--- config.mk ---
export PLATFORM = sky130hd
export DESIGN_NAME = utf8_byte_stream_decoder_flat
export DESIGN_NICKNAME = d
export VERILOG_FILES = /design/src/u8d_pkg.sv /design/src/u8d_stream_if.sv /design/src/u8d_in_stage.sv /design/src/u8d_decode.sv /design/src/u8d_out_reg.sv /design/src/utf8_byte_stream_decoder.sv /design/src/flat_wrapper.sv
export SDC_FILE = /design/constraint.sdc
export NUM_CORES = 1
export LEC_CHECK = 0
export ABC_AREA = 1
export BUFFER_PORTS_ARGS = -buffer_cell sky130_fd_sc_hd__buf_2
export CORE_ASPECT_RATIO = 0.6
export CORE_MARGIN = 3
export CORE_UTILIZATION = 49
export CTS_BUF_LIST = sky130_fd_sc_hd__clkbuf_8 sky130_fd_sc_hd__clkbuf_16
export DETAILED_ROUTE_END_ITERATION = 8
export GPL_TIMING_DRIVEN = 0
export PLACE_DENSITY = 0.74
export REMOVE_ABC_BUFFERS = 1
export SLEW_MARGIN = 20
export SYNTH_ARGS = -nofsm -noshare
export SYNTH_HDL_FRONTEND = slang
export SYNTH_HIERARCHICAL = 1
export SYNTH_SLANG_ARGS = --single-unit
--- constraint.sdc ---
create_clock -name clk -period 1.85 [get_ports clk]
set_input_delay 0.185 -clock clk [delete_from_list [all_inputs] [get_ports clk]]
set_output_delay 0.185 -clock clk [all_outputs]
set_load 0.02 [all_outputs]
--- src/u8d_pkg.sv ---
package u8d_pkg;

	localparam int BYTE_W = 8;
	localparam int CP_W   = 21;

	// lead byte class bits and payload masks
	localparam logic [BYTE_W-1:0] LEAD1_BIT  = 8'b1000_0000;
	localparam logic [BYTE_W-1:0] LEAD2_BIT  = 8'b0010_0000;
	localparam logic [BYTE_W-1:0] LEAD3_BIT  = 8'b0001_0000;
	localparam logic [BYTE_W-1:0] LEAD4_BIT  = 8'b0000_1000;
	localparam logic [BYTE_W-1:0] LEAD2_MASK = 8'b0001_1111;
	localparam logic [BYTE_W-1:0] LEAD3_MASK = 8'b0000_1111;
	localparam logic [BYTE_W-1:0] LEAD4_MASK = 8'b0000_0111;
	localparam logic [BYTE_W-1:0] CONT_MASK  = 8'b0011_1111;

	localparam int CONT_W = 6;

	// continuation bytes still expected
	localparam logic [1:0] PEND_NONE  = 2'd0;
	localparam logic [1:0] PEND_ONE   = 2'd1;
	localparam logic [1:0] PEND_TWO   = 2'd2;
	localparam logic [1:0] PEND_THREE = 2'd3;

	typedef struct packed {
		logic            load;
		logic [CP_W-1:0] code_point;
	} emit_t;

endpackage

--- src/u8d_stream_if.sv ---
interface u8d_byte_if;
	import u8d_pkg::*;
	logic              valid;
	logic              ready;
	logic [BYTE_W-1:0] byte_in;
	modport source (output valid, output byte_in, input ready);
	modport sink (input valid, input byte_in, output ready);
endinterface

interface u8d_cp_if;
	import u8d_pkg::*;
	logic            valid;
	logic            ready;
	logic [CP_W-1:0] code_point;
	modport source (output valid, output code_point, input ready);
	modport sink (input valid, input code_point, output ready);
endinterface

--- src/u8d_in_stage.sv ---
module u8d_in_stage (
	input  logic                       clk,
	input  logic                       arst_n,
	u8d_byte_if.sink                   byte_stream,
	input  logic                       take,
	output logic                       vld_s1,
	output logic [u8d_pkg::BYTE_W-1:0] byte_s1
);
	import u8d_pkg::*;

	assign byte_stream.ready = !vld_s1 || take;

	always_ff @(posedge clk or negedge arst_n) begin
		if (!arst_n) begin
			vld_s1 <= 1'b0;
		end else if (byte_stream.ready) begin
			vld_s1 <= byte_stream.valid;
		end
	end

	always_ff @(posedge clk) begin
		if (byte_stream.valid && byte_stream.ready) begin
			byte_s1 <= byte_stream.byte_in;
		end
	end

endmodule

--- src/u8d_decode.sv ---
module u8d_decode (
	input  logic                       clk,
	input  logic                       arst_n,
	input  logic                       vld_s1,
	input  logic [u8d_pkg::BYTE_W-1:0] byte_s1,
	input  logic                       out_free,
	output logic                       take,
	output u8d_pkg::emit_t             emit
);
	import u8d_pkg::*;

	logic [1:0]      pending_q;
	logic [CP_W-1:0] partial_q;
	logic [1:0]      pending_nx;
	logic [CP_W-1:0] partial_nx;
	logic            want_emit;
	logic [CP_W-1:0] emit_val;
	logic [CP_W-1:0] shifted;

	assign shifted = {partial_q[CP_W-CONT_W-1:0], byte_s1[CONT_W-1:0] & CONT_MASK[CONT_W-1:0]};

	always_comb begin
		pending_nx = pending_q;
		partial_nx = partial_q;
		want_emit  = 1'b0;
		emit_val   = shifted;
		if (pending_q == PEND_NONE) begin
			if ((byte_s1 & LEAD1_BIT) == '0) begin
				want_emit = 1'b1;
				emit_val  = {{(CP_W-BYTE_W){1'b0}}, byte_s1};
			end else if ((byte_s1 & LEAD2_BIT) == '0) begin
				partial_nx = {{(CP_W-BYTE_W){1'b0}}, byte_s1 & LEAD2_MASK};
				pending_nx = PEND_ONE;
			end else if ((byte_s1 & LEAD3_BIT) == '0) begin
				partial_nx = {{(CP_W-BYTE_W){1'b0}}, byte_s1 & LEAD3_MASK};
				pending_nx = PEND_TWO;
			end else if ((byte_s1 & LEAD4_BIT) == '0) begin
				partial_nx = {{(CP_W-BYTE_W){1'b0}}, byte_s1 & LEAD4_MASK};
				pending_nx = PEND_THREE;
			end
			// 11111xxx: dropped, state untouched
		end else begin
			pending_nx = pending_q - 2'd1;
			if (pending_q == PEND_ONE) begin
				want_emit  = 1'b1;
				partial_nx = '0;
			end else begin
				partial_nx = shifted;
			end
		end
	end

	// a byte that yields nothing never waits on the output side
	assign take            = vld_s1 && (!want_emit || out_free);
	assign emit.load       = take && want_emit;
	assign emit.code_point = emit_val;

	always_ff @(posedge clk or negedge arst_n) begin
		if (!arst_n) begin
			pending_q <= PEND_NONE;
			partial_q <= '0;
		end else if (take) begin
			pending_q <= pending_nx;
			partial_q <= partial_nx;
		end
	end

	a_load_free: assert property (@(posedge clk) disable iff (!arst_n)
		emit.load |-> out_free)
		else $error("code point loaded into a full output register");

	a_idle_clear: assert property (@(posedge clk) disable iff (!arst_n)
		pending_q == PEND_NONE |-> partial_q == '0)
		else $error("accumulator not clear between sequences");

	a_acc_bound: assert property (@(posedge clk) disable iff (!arst_n)
		(pending_q == PEND_ONE   |-> partial_q[CP_W-1:15] == '0) and
		(pending_q == PEND_TWO   |-> partial_q[CP_W-1:9] == '0) and
		(pending_q == PEND_THREE |-> partial_q[CP_W-1:3] == '0))
		else $error("accumulator wider than the bytes seen so far");

	a_last_byte: assert property (@(posedge clk) disable iff (!arst_n)
		take && pending_q == PEND_ONE |-> emit.load ##1 pending_q == PEND_NONE)
		else $error("last continuation byte did not complete the sequence");

endmodule

--- src/u8d_out_reg.sv ---
module u8d_out_reg (
	input  logic           clk,
	input  logic           arst_n,
	input  u8d_pkg::emit_t emit,
	output logic           out_free,
	u8d_cp_if.source       cp_stream
);
	import u8d_pkg::*;

	logic            vld_s2;
	logic [CP_W-1:0] code_point_s2;

	assign out_free             = !vld_s2 || cp_stream.ready;
	assign cp_stream.valid      = vld_s2;
	assign cp_stream.code_point = code_point_s2;

	always_ff @(posedge clk or negedge arst_n) begin
		if (!arst_n) begin
			vld_s2 <= 1'b0;
		end else if (emit.load) begin
			vld_s2 <= 1'b1;
		end else if (cp_stream.ready) begin
			vld_s2 <= 1'b0;
		end
	end

	always_ff @(posedge clk) begin
		if (emit.load) begin
			code_point_s2 <= emit.code_point;
		end
	end

endmodule

--- src/utf8_byte_stream_decoder.sv ---
// A byte is registered in the input stage (vld_s1, byte_s1) and decoded there;
// its code point is then registered in the output register (vld_s2), which
// drives cp_stream.
// Throughput: one byte per cycle while cp_stream is not stalled.
// Stalls on cp_stream hold only bytes that complete a code point.
// Reset (arst_n low): pipeline empty, no continuation bytes pending, accumulator zero.
module utf8_byte_stream_decoder (
	input  logic     clk,
	input  logic     arst_n,
	u8d_byte_if.sink byte_stream,
	u8d_cp_if.source cp_stream
);
	import u8d_pkg::*;

	logic              take;
	logic              vld_s1;
	logic [BYTE_W-1:0] byte_s1;
	logic              out_free;
	emit_t             emit;

	u8d_in_stage u_in (
		.clk         (clk),
		.arst_n      (arst_n),
		.byte_stream (byte_stream),
		.take        (take),
		.vld_s1      (vld_s1),
		.byte_s1     (byte_s1)
	);

	u8d_decode u_dec (
		.clk      (clk),
		.arst_n   (arst_n),
		.vld_s1   (vld_s1),
		.byte_s1  (byte_s1),
		.out_free (out_free),
		.take     (take),
		.emit     (emit)
	);

	u8d_out_reg u_out (
		.clk       (clk),
		.arst_n    (arst_n),
		.emit      (emit),
		.out_free  (out_free),
		.cp_stream (cp_stream)
	);

endmodule
--- src/flat_wrapper.sv ---
// flat-port wrapper written by rule: the top's interface ports become plain ports
module utf8_byte_stream_decoder_flat import u8d_pkg::*;
  (clk, arst_n, byte_stream_valid, byte_stream_byte_in, byte_stream_ready, cp_stream_valid, cp_stream_code_point, cp_stream_ready);
  u8d_byte_if byte_stream_i ();
  u8d_cp_if cp_stream_i ();
  input  logic clk;
  input  logic arst_n;
  input wire logic [$bits(byte_stream_i.valid)-1:0] byte_stream_valid;
  input wire logic [$bits(byte_stream_i.byte_in)-1:0] byte_stream_byte_in;
  output wire logic [$bits(byte_stream_i.ready)-1:0] byte_stream_ready;
  output wire logic [$bits(cp_stream_i.valid)-1:0] cp_stream_valid;
  output wire logic [$bits(cp_stream_i.code_point)-1:0] cp_stream_code_point;
  input wire logic [$bits(cp_stream_i.ready)-1:0] cp_stream_ready;
  assign byte_stream_i.valid = byte_stream_valid;
  assign byte_stream_i.byte_in = byte_stream_byte_in;
  assign byte_stream_ready = byte_stream_i.ready;
  assign cp_stream_valid = cp_stream_i.valid;
  assign cp_stream_code_point = cp_stream_i.code_point;
  assign cp_stream_i.ready = cp_stream_ready;
  utf8_byte_stream_decoder u_core (.clk(clk), .arst_n(arst_n), .byte_stream(byte_stream_i), .cp_stream(cp_stream_i));
endmodule
==> results.md, run 1 <==
- Final min period: 1.82 ns
- Total leakage power: 1.15 nW
- Nets@finish: 243
- CTS sink cnt: 48
- FF-to-FF Start: u_core/u_dec/pending_q[0]
- Combinational group share of total power: 0.358
- Crit path depth: 8
- Worst Setup SP: u_core/u_dec/pending_q[0]
- Worst path slowest cell: dfrtp_1
- Final period util: 0.983
- WL per Instance: 12.5 µm
- WHS: 0.0638 ns
- Final setup violating endpoints: 0
- Sw power: 0.00144 W
- Initial antenna violation count: 0
- Sw Ratio: 0.371
- # IOs: 35
- Routed vias/inst: 4.67
- Post-DP Area: 0.00216 mm²
- Pwr dens: 1650 mW/mm²
- First-pass GRT wire length: 5.87 mm
- Vias in the first global route: 1271
- Setup tns final: 0 ns
- RSZ-0062 raised after global routing: true
- Crit-path max cell delay: 0.42 ns
- CTS tree: yes
- Slew Viols, Final: 0
- IO Port Bufs: 34
- Fin. Hold Viols: 0
- Critical path's most frequent cell: inv_2
- Detailed-route via count: 1304
- Reg2Reg Setup Slack: 0.03 ns
- H-tree Lvls: 2
- Sequential share of power: 0.455
- Area grow syn2layout: 16.8%
- Crit path buffers/inverters: 4
- Slew at the pin with the worst max-slew slack: 0.518 ns
- Largest net degree at the start of global routing: 20
- Initial Util: 0.529
- Multi-input gate area: 470 µm²
- Root Driver: clkbuf_8
- # diodes: 0
- Clock Latency Late Sink: 0.29 ns
- Antenna viol nets, final: 0
- Final core occ: 0.617
- Reg area: 0.00135 mm²
- Clk pwr share: 0.186
- Routability Congestion: 0.800
- HP Class: input port to flop
- Hpwl dp: 2.17 mm
- Iter 0 DRT Violations: 92
- Initial DRT Pass Iterations: 4
- Register area share after synthesis: 0.669
- Wirelength, routed: 3.49 mm
- Die Span Y: 55.7 µm
- Mapped cell area: 0.00201 mm²
- Reg2reg end: u_core/u_out/cp_stream.code_point[17]
- Core ar.: 0.00381 mm²
- Syn Inst Count: 192
- Crit path required time: 1.92 ns
- FF-to-FF path depth: 8
- Slew HR: 0.652
- Critical path type: flop to flop
- Crit end category: flop
- Critical Path Fanout Max: 11
- Total Power: 0.00387 W
- Worst vdd ir: 0.000725 V
- Cts bufs inserted: 5
- Worst endpoint data arrival time: 1.89 ns
- Max Clock Skew: 0.00913 ns
- Die area: 0.00494 mm²
- CP Launch Type: flop
- Fill cells: 316
- Clk buf depth: 2
- Residual DRC: 0
- Yosys reg bits: 48
- Synth unique cells: 20
- GR Overflow Total: 0
- Synth Area per Inst: 10.5 µm²
- Fmax: 550 MHz
- Ratio of cells with drive above 1 in the final layout: 0.284
- P_int: 0.00244 W
- Cell family with most CP delay: buffers and inverters
- Status: finished, final reports clean
- Num rows: 17
- Reg clk slew, reported paths: 0.09 ns
- Post-Layout Inst Area: 0.00235 mm²
- Worst setup path endpoint: u_core/u_out/cp_stream.code_point[17]
- Yosys synthesis warning count: 6
- CP Cell Sequence: inv_2, nand2_1, nand3_2, nand2_4, inv_2, o21ai_1, clkinvlp_4, buf_4
- Maximum Capacitance Violations: 0
- Die X-Extent: 88.8 µm
- Total global-route track usage: 0.158
-- area by class of cell --
class / count / area share
clock buffers: 5 / 0.0293
clock inverters: 3 / 0.0165
inverters: 32 / 0.0538
multi-input cells: 101 / 0.200
flip-flops and latches: 48 / 0.573
well taps: 47 / 0.0250
repair buffers: 42 / 0.0990
repair inverters: 1 / 0.00319
-- logic make-up after synthesis --
| group | after synthesis | share of synthesized area |
|---|---|---|
| and+or+nand+nor | 97 | 0.218 |
| DFF | 48 | 0.669 |
| buffers and inverters | 43 | 0.103 |
| AOI/OAI and AO/OA | 4 | 0.00994 |
-- metal layers --
| layer | vias to the layer above | share of wire | track usage |
|---|---|---|---|
| met5 | - | 0 | 0 |
| met4 | 0 | 0.0089 | 0.0474 |
| met3 | 5 | 0.060 | 0.0459 |
| met2 | 37 | 0.44 | 0.228 |
| met1 | 603 | 0.49 | 0.231 |
| li1 | 659 | - | - |
-- metrics by stage --
| stage | setup WS, ns | std cells |
|---|---|---|
| after floorplan | -0.0259 | 181 |
| after global placement | -0.494 | 262 |
| after detailed placement | -0.491 | 262 |
| after CTS | 0.0231 | 279 |
| after global routing | -0.0828 | 279 |
| final | 0.0320 | 279 |
-- cells in the final DEF (no fill, tap or decap), drive strengths merged --
cell,synthesis,layout
o21ai,2,2
buf,11,41
bufinv,0,1
edfxtp,29,29
clkinvlp,0,2
a21oi,2,2
clkbuf,0,5
dfrtp,19,19
clkinv,0,1
nor3b,1,1
nand2,59,59
inv,32,32
dlygate4sd3,0,1
nand3,10,10
nor2,26,26
nor3,1,1
-- timing repair --
| action | in CTS | in global routing |
|---|---|---|
| hold buffers | 1 | 0 |
| gates resized for setup | 6 | 0 |
| gates cloned | 1 | 0 |
| buffers inserted | 7 | 0 |
| endpoints found under the setup margin | 31 | 23 |
| endpoints found under the hold margin | 19 | 0 |
-- Yosys cell counts --
cell type   n  share of area
a21oi_1     2         0.0050
inv_4       1         0.0031
nand2_4     3          0.017
edfxtp_1   29           0.43
buf_6       2          0.011
nor3b_1     1         0.0037
nand3_1     9          0.022
nor3_1      1         0.0025
dfrtp_1    19           0.24
buf_2       2         0.0050
nand2_1    54           0.10
buf_4       7          0.026
nor2_1     22          0.041
o21ai_0     2         0.0050
nor2_4      3          0.017
nand3_2     1         0.0050
inv_2       3         0.0056
nor2_2      1         0.0031
inv_1      28          0.052
nand2_2     2         0.0062
-- power groups by stage --
stage	sequential [W]	clock [W]	combinational (W)
detailed placement	0.00183	0	0.00120
global route	0.00181	0.000796	0.00155
finish	0.00176	0.000722	0.00139
CTS	0.00177	0.000739	0.00140
floorplan	0.00202	0	0.000635
global placement	0.00182	0	0.00118
-- worst min-delay path by stage --
stage | startpoint | end | slack, ns | cells after the start
6_report | byte_stream_byte_in[5] | u_core/u_in/byte_s1[5] | 0.06 | 1
5_1_grt | byte_stream_byte_in[3] | u_core/u_in/byte_s1[3] | 0.05 | 1
4_1_cts | byte_stream_byte_in[1] | u_core/u_in/byte_s1[1] | 0.05 | 1
3_5_place_dp | arst_n | u_core/u_out/cp_stream.valid | 0.15 | 1
3_3_place_gp | arst_n | u_core/u_out/cp_stream.valid | 0.14 | 1
2_1_floorplan | arst_n | u_core/u_dec/partial_q[0] | -0.11 | 0
-- flip-flops by register name, indices dropped and copies added (netlist names) --
register and cells:
u_core/u_dec/partial_q 15, u_core/u_dec/pending_q 2, u_core/u_in/byte_s1 8, u_core/u_in/vld_s1 1, u_core/u_out/cp_stream.code_point 21, u_core/u_out/cp_stream.valid 1
-- worst reg2reg max path, delay by kind of cell, from the launching register on --
kind            cells  cell delay [ns]
buf+inv             4             0.61
simple gates        3             0.25
compound gates      1             0.31
flops               1             0.42
No activity file was read; power rests on OpenSTA's default activity.
==> inputs of run 2 (changes only) <==
--- a/config.mk
+++ b/config.mk
@@ -7,13 +7,14 @@
 export LEC_CHECK = 0
 export ABC_AREA = 1
 export BUFFER_PORTS_ARGS = -buffer_cell sky130_fd_sc_hd__buf_2
+export CAP_MARGIN = 20
 export CORE_ASPECT_RATIO = 0.6
 export CORE_MARGIN = 3
 export CORE_UTILIZATION = 49
 export CTS_BUF_LIST = sky130_fd_sc_hd__clkbuf_8 sky130_fd_sc_hd__clkbuf_16
 export DETAILED_ROUTE_END_ITERATION = 8
 export GPL_TIMING_DRIVEN = 0
-export PLACE_DENSITY = 0.74
+export PLACE_DENSITY = 0.8
 export REMOVE_ABC_BUFFERS = 1
 export SLEW_MARGIN = 20
 export SYNTH_ARGS = -nofsm -noshare
==> results.md, run 2 (synthesis results as in run 1) <==
- Critical Path Fanout Max: 11 (unchanged)
- Clk buf depth: 2 (unchanged)
- Root Driver: clkbuf_8 (unchanged)
- Status: finished, final reports clean (unchanged)
- Crit-path max cell delay: 0.41 ns (was 0.42 ns)
- Sw Ratio: 0.385 (was 0.371)
- P_int: 0.00229 W (was 0.00244 W)
- Sw power: 0.00143 W (was 0.00144 W)
- Sequential share of power: 0.475 (was 0.455)
- Die X-Extent: 88.8 µm (unchanged)
- Total leakage power: 1.13 nW (was 1.15 nW)
- Post-Layout Inst Area: 0.00232 mm² (was 0.00235 mm²)
- Vias in the first global route: 1270 (was 1271)
- Die Span Y: 55.7 µm (unchanged)
- Final core occ: 0.611 (was 0.617)
- Slew HR: 0.685 (was 0.652)
- Antenna viol nets, final: 0 (unchanged)
- GR Overflow Total: 0 (unchanged)
- Area grow syn2layout: 15.5% (was 16.8%)
- Final period util: 0.937 (was 0.983)
- Cts bufs inserted: 5 (unchanged)
- RSZ-0062 raised after global routing: false (was true)
- Final min period: 1.73 ns (was 1.82 ns)
- Wirelength, routed: 3.49 mm (about the same)
- Initial antenna violation count: 0 (unchanged)
- Reg clk slew, reported paths: 0.08 ns (was 0.09 ns)
- Setup slack after placement: -0.487 ns (was -0.491 ns)
- H-tree Lvls: 2 (unchanged)
- Hpwl dp: 2.17 mm (about the same)
- Cell family with most CP delay: buffers and inverters (unchanged)
- Post-DP Area: 0.00216 mm² (unchanged)
- Fin. Hold Viols: 0 (unchanged)
- WL per Instance: 12.6 µm (was 12.5 µm)
- Initial Util: 0.529 (unchanged)
- First-pass GRT wire length: 6.03 mm (was 5.87 mm)
- Worst vdd ir: 0.000603 V (was 0.000725 V)
- Core ar.: 0.00381 mm² (unchanged)
- Final setup margin: 0.116 ns (was 0.0320 ns)
- Critical path type: flop to flop (unchanged)
- Crit end category: flop (unchanged)
- HP Class: input port to flop (unchanged)
- Residual DRC: 0 (unchanged)
- Worst endpoint data arrival time: 1.79 ns (was 1.89 ns)
- Pwr dens: 1600 mW/mm² (was 1650 mW/mm²)
- Slew at the pin with the worst max-slew slack: 0.469 ns (was 0.518 ns)
- Routed vias/inst: 4.68 (was 4.67)
- Combinational group share of total power: 0.370 (was 0.358)
- Die area: 0.00494 mm² (unchanged)
- # diodes: 0 (unchanged)
- Nets@finish: 242 (was 243)
- CTS tree: yes (unchanged)
- CP Cell Sequence: inv_2, nand2_1, nand3_2, nand2_4, inv_6, o21ai_1, clkinvlp_4, buf_4 (was inv_2, nand2_1, nand3_2, nand2_4, inv_2, o21ai_1, clkinvlp_4, buf_4)
- CTS sink cnt: 48 (unchanged)
- Largest net degree at the start of global routing: 20 (unchanged)
- CP Launch Type: flop (unchanged)
- Ratio of cells with drive above 1 in the final layout: 0.281 (was 0.284)
- Iter 0 DRT Violations: 90 (was 92)
- Fmax: 577 MHz (was 550 MHz)
- Max FFs per register: 21 (unchanged)
- Detailed-route via count: 1300 (was 1304)
- Total global-route track usage: 0.163 (was 0.158)
- Max Clock Skew: 0.00394 ns (was 0.00913 ns)
- Initial DRT Pass Iterations: 4 (unchanged)
- Slew Viols, Final: 0 (unchanged)
- Clock Latency Late Sink: 0.29 ns (about the same)
- Routability Congestion: 0.817 (was 0.800)
- Most frequent cells in the layout: nand2_1, buf_2, inv_1, edfxtp_1, nor2_1 (was nand2_1, buf_2, edfxtp_1)
- Final setup violating endpoints: 0 (unchanged)
- Crit path buffers/inverters: 4 (unchanged)
- Commonest non-fill, non-tap cell in the layout: nand2_1 (unchanged)
- Worst path slowest cell: dfrtp_1 (unchanged)
- Clk pwr share: 0.155 (was 0.186)
- # IOs: 35 (unchanged)
- Maximum Capacitance Violations: 0 (unchanged)
- IO Port Bufs: 34 (unchanged)
- Crit path required time: 1.91 ns (was 1.92 ns)
- Num rows: 17 (unchanged)
## run 2: final timing paths
check,start,to,slack [ns],depth (start not counted)
setup reg to reg,u_core/u_dec/pending_q[0],u_core/u_out/cp_stream.code_point[6],0.12,8
max in group asynchronous,arst_n,u_core/u_dec/pending_q[1],1.17,2
hold / removal,byte_stream_byte_in[1],u_core/u_in/byte_s1[1],0.06,1
hold reg to reg,u_core/u_in/byte_s1[2],u_core/u_out/cp_stream.code_point[2],0.47,0
setup / recovery,u_core/u_dec/pending_q[0],u_core/u_out/cp_stream.code_point[6],0.12,8
min in group asynchronous,arst_n,u_core/u_dec/partial_q[6],0.35,2
## run 2: power by group through the flow
stage | logic [W] | clock network, W | registers, W
after floorplan | 0.000635 | 0 | 0.00202
after global placement | 0.00117 | 0 | 0.00182
after detailed placement | 0.00120 | 0 | 0.00182
after CTS | 0.00137 | 0.000597 | 0.00177
after global routing | 0.00155 | 0.000645 | 0.00182
final | 0.00138 | 0.000576 | 0.00177
## run 2: area by class of cell
cell class	count	area, µm²
Timing Repair Buffer	41	225
Clock inverter	3	12.5
Clock buffer	5	68.8
Inverter	32	131
Tap cell	47	58.8
Sequential cell	48	1350
Timing Repair inverter	1	7.51
Multi-Input combinational cell	101	473
Fill cell	319	1480
## run 2: layer usage
metal	wire length, µm	part of all wire	vias to the layer above	track usage
li1	-	-	661	-
met1	1690	0.48	600	0.218
met2	1580	0.45	34	0.256
met3	193	0.055	5	0.0488
met4	37	0.011	0	0.0517
met5	0	0	-	0
## run 2: through the flow
stage / hold WS [ns] / power [W] / instances / setup TNS (ns)
after floorplan: -0.111 / 0.00265 / 181 / -0.543
after global placement: 0.142 / 0.00299 / 262 / -12.64
after detailed placement: 0.153 / 0.00302 / 262 / -13.76
after CTS: 0.0478 / 0.00374 / 278 / 0
after global routing: 0.0402 / 0.00401 / 278 / 0
final: 0.0597 / 0.00372 / 278 / 0
## run 2: worst register-to-register path: stages (launching register included)
cell and delay (ns):
dfrtp_1 0.41, inv_2 0.09, nand2_1 0.08, nand3_2 0.09, nand2_4 0.12, inv_6 0.07
o21ai_1 0.27, clkinvlp_4 0.18, buf_4 0.20
## run 2: repair_timing
item	4_1_cts	5_1_grt
endpoints found under the hold margin	19	0
endpoints found under the setup margin	31	23
setup buffers	6	0
hold buffers	1	0
gates resized for setup	6	3
gates cloned	1	0
==> inputs of run 3 (changes only) <==
--- a/config.mk
+++ b/config.mk
@@ -14,6 +14,7 @@
 export CTS_BUF_LIST = sky130_fd_sc_hd__clkbuf_8 sky130_fd_sc_hd__clkbuf_16
 export DETAILED_ROUTE_END_ITERATION = 8
 export GPL_TIMING_DRIVEN = 0
+export HOLD_SLACK_MARGIN = 0.15
 export PLACE_DENSITY = 0.8
 export REMOVE_ABC_BUFFERS = 1
 export SLEW_MARGIN = 20
@@ -21,3 +22,4 @@
 export SYNTH_HDL_FRONTEND = slang
 export SYNTH_HIERARCHICAL = 1
 export SYNTH_SLANG_ARGS = --single-unit
+export TNS_END_PERCENT = 10
==> results.md, run 3 (synthesis results as in run 1) <==
- Critical path type: flop to primary output (was flop to flop)
- Routed vias/inst: 4.66 (was 4.68)
- Setup tns final: -0.0000362 ns (was 0 ns)
- CTS sink cnt: 48 (unchanged)
- Vias in the first global route: 1286 (was 1270)
- Met3 GRT Util: 0.0488 (unchanged)
- Residual DRC: 0 (unchanged)
- Max FFs per register: 21 (unchanged)
- CTS Hold Buffers Added: 10 (was 1)
- Total global-route track usage: 0.164 (was 0.163)
- Crit path required time: 1.66 ns (was 1.91 ns)
- GR Overflow Total: 0 (unchanged)
- Initial Util: 0.529 (unchanged)
- Die X-Extent: 88.8 µm (unchanged)
- Die Span Y: 55.7 µm (unchanged)
- Ratio of cells with drive above 1 in the final layout: 0.266 (was 0.281)
- Cts bufs inserted: 5 (unchanged)
- Status: finished, violations left (was finished, final reports clean)
- Root Driver: clkbuf_8 (unchanged)
- WL per Instance: 12.3 µm (was 12.6 µm)
- Detailed-route via count: 1323 (was 1300)
- Slew Viols, Final: 0 (unchanged)
- Largest net degree at the start of global routing: 20 (unchanged)
- CP Launch Type: flop (unchanged)
- Initial antenna violation count: 0 (unchanged)
- Iter 0 DRT Violations: 112 (was 90)
- Fmax: 541 MHz (was 577 MHz)
- Slew HR: 0.715 (was 0.685)
- # diodes: 0 (unchanged)
- Maximum Capacitance Violations: 0 (unchanged)
- Hpwl dp: 2.17 mm (unchanged)
- Reg clk slew, reported paths: 0.08 ns (about the same)
- Failing checks: setup timing
- Die area: 0.00494 mm² (unchanged)
- Most frequent cells in the layout: nand2_1, buf_2, inv_1, edfxtp_1, nor2_1 (unchanged)
- Final setup margin: -0.0000362 ns (was 0.116 ns)
- Final min period: 1.85 ns (was 1.73 ns)
- Worst endpoint data arrival time: 1.67 ns (was 1.79 ns)
- HP Class: input port to flop (unchanged)
- Most Crowded Layer GR: met2 (unchanged)
- Setup slack after placement: -0.487 ns (unchanged)
- # IOs: 35 (unchanged)
- Met2 global-route usage: 0.255 (was 0.256)
- First-pass GRT wire length: 6.05 mm (was 6.03 mm)
- Worst vdd ir: 0.000617 V (was 0.000603 V)
- Routability Congestion: 0.817 (unchanged)
- RSZ-0062 raised after global routing: true (was false)
- Fin. Hold Viols: 0 (unchanged)
- Nets@finish: 248 (was 242)
- Antenna viol nets, final: 0 (unchanged)
- Area grow syn2layout: 18.9% (was 15.5%)
- Crit end category: primary output (was flop)
- Wirelength, routed: 3.50 mm (was 3.49 mm)
- Clk buf depth: 2 (unchanged)
- Num rows: 17 (unchanged)
- Final setup violating endpoints: 1 (was 0)
- H-tree Lvls: 2 (unchanged)
- Slew at the pin with the worst max-slew slack: 0.427 ns (was 0.469 ns)
- Final period util: 1.00 (was 0.937)
- Clock Latency Late Sink: 0.29 ns (about the same)
- Critical Path Fanout Max: 16 (was 11)
- Total leakage power: 1.15 nW (was 1.13 nW)
- IO Port Bufs: 34 (unchanged)
- Commonest non-fill, non-tap cell in the layout: nand2_1 (unchanged)
- Initial DRT Pass Iterations: 4 (unchanged)
- Pwr dens: 1540 mW/mm² (was 1600 mW/mm²)
- Max Clock Skew: 0.00384 ns (was 0.00394 ns)
- Core ar.: 0.00381 mm² (unchanged)
- CTS tree: yes (unchanged)
- Met1 usage: 0.222 (was 0.218)
## run 3: cell count changes in the layout (fill, tap and decap cells not counted)
cell           delta
o21ai_1           -1
inv_2             +1
dfrtp_2           -1
inv_6             -1
dlygate4sd3_1     +9
buf_4             -3
o21ai_2           +1
dfrtp_4           +1
## run 3: worst paths after layout
kind                                           start                                    to  slack, ns  cells after the start
max                        u_core/u_dec/pending_q[1]                     byte_stream_ready   -0.00004                      7
min                                  cp_stream_ready          u_core/u_out/cp_stream.valid       0.14                      4
max reg2reg                u_core/u_dec/pending_q[0]                u_core/u_in/byte_s1[3]       0.11                      7
min reg2reg                   u_core/u_in/byte_s1[2]  u_core/u_out/cp_stream.code_point[2]       0.47                      0
max in group asynchronous                     arst_n             u_core/u_dec/pending_q[1]       1.16                      2
min in group asynchronous                     arst_n          u_core/u_out/cp_stream.valid       0.35                      2
## run 3: final cells by class
class / instances / area [µm²]
clock buffers: 5 / 68.8
clock inverters: 3 / 12.5
fillers: 310 / 1410
inverters: 32 / 126
multi-input cells: 101 / 477
flip-flops and latches: 48 / 1350
well taps: 47 / 58.8
repair buffers: 47 / 293
repair inverters: 1 / 7.51
## run 3: power breakdown
| part | internal [W] | switching [W] | leakage, nW |
|---|---|---|---|
| clock network | 0.000254 | 0.000319 | 0.0505 |
| logic | 0.000421 | 0.000880 | 0.579 |
| registers | 0.00159 | 0.000218 | 0.525 |
## run 3: metal layers
layer / up-vias / routed length (µm) / part of all wire
met5: - / 0 / 0
met4: 0 / 37 / 0.011
met3: 5 / 180 / 0.051
met2: 36 / 1600 / 0.46
met1: 607 / 1680 / 0.48
li1: 675 / - / -
## run 3: repair_timing
item                                    CTS  global route
resized for setup                         6             3
gates cloned                              1             0
endpoints found under the setup margin   31            31
setup buffers                             3             0
hold endpoints to repair                 29             1
## run 3: critical path: stages (launching register included)
cell and delay (ns):
dfrtp_4 0.58, inv_2 0.09, nand3_2 0.10, nand2_4 0.10, inv_2 0.11, inv_1 0.15
nand2_1 0.08, buf_2 0.16
## run 3: per-stage QoR
step / instance area (µm²) / total power [W] / cells / utilization / hold slack (ns)
2_1_floorplan: 1930 / 0.00265 / 181 / - / -0.111
3_3_place_gp: 2160 / 0.00299 / 262 / 0.567 / 0.142
3_5_place_dp: 2160 / 0.00302 / 262 / 0.567 / 0.153
4_1_cts: 2380 / 0.00370 / 284 / 0.626 / 0.131
5_1_grt: 2390 / 0.00398 / 284 / 0.629 / 0.143
6_report: 2390 / 0.00368 / 284 / 0.629 / 0.137
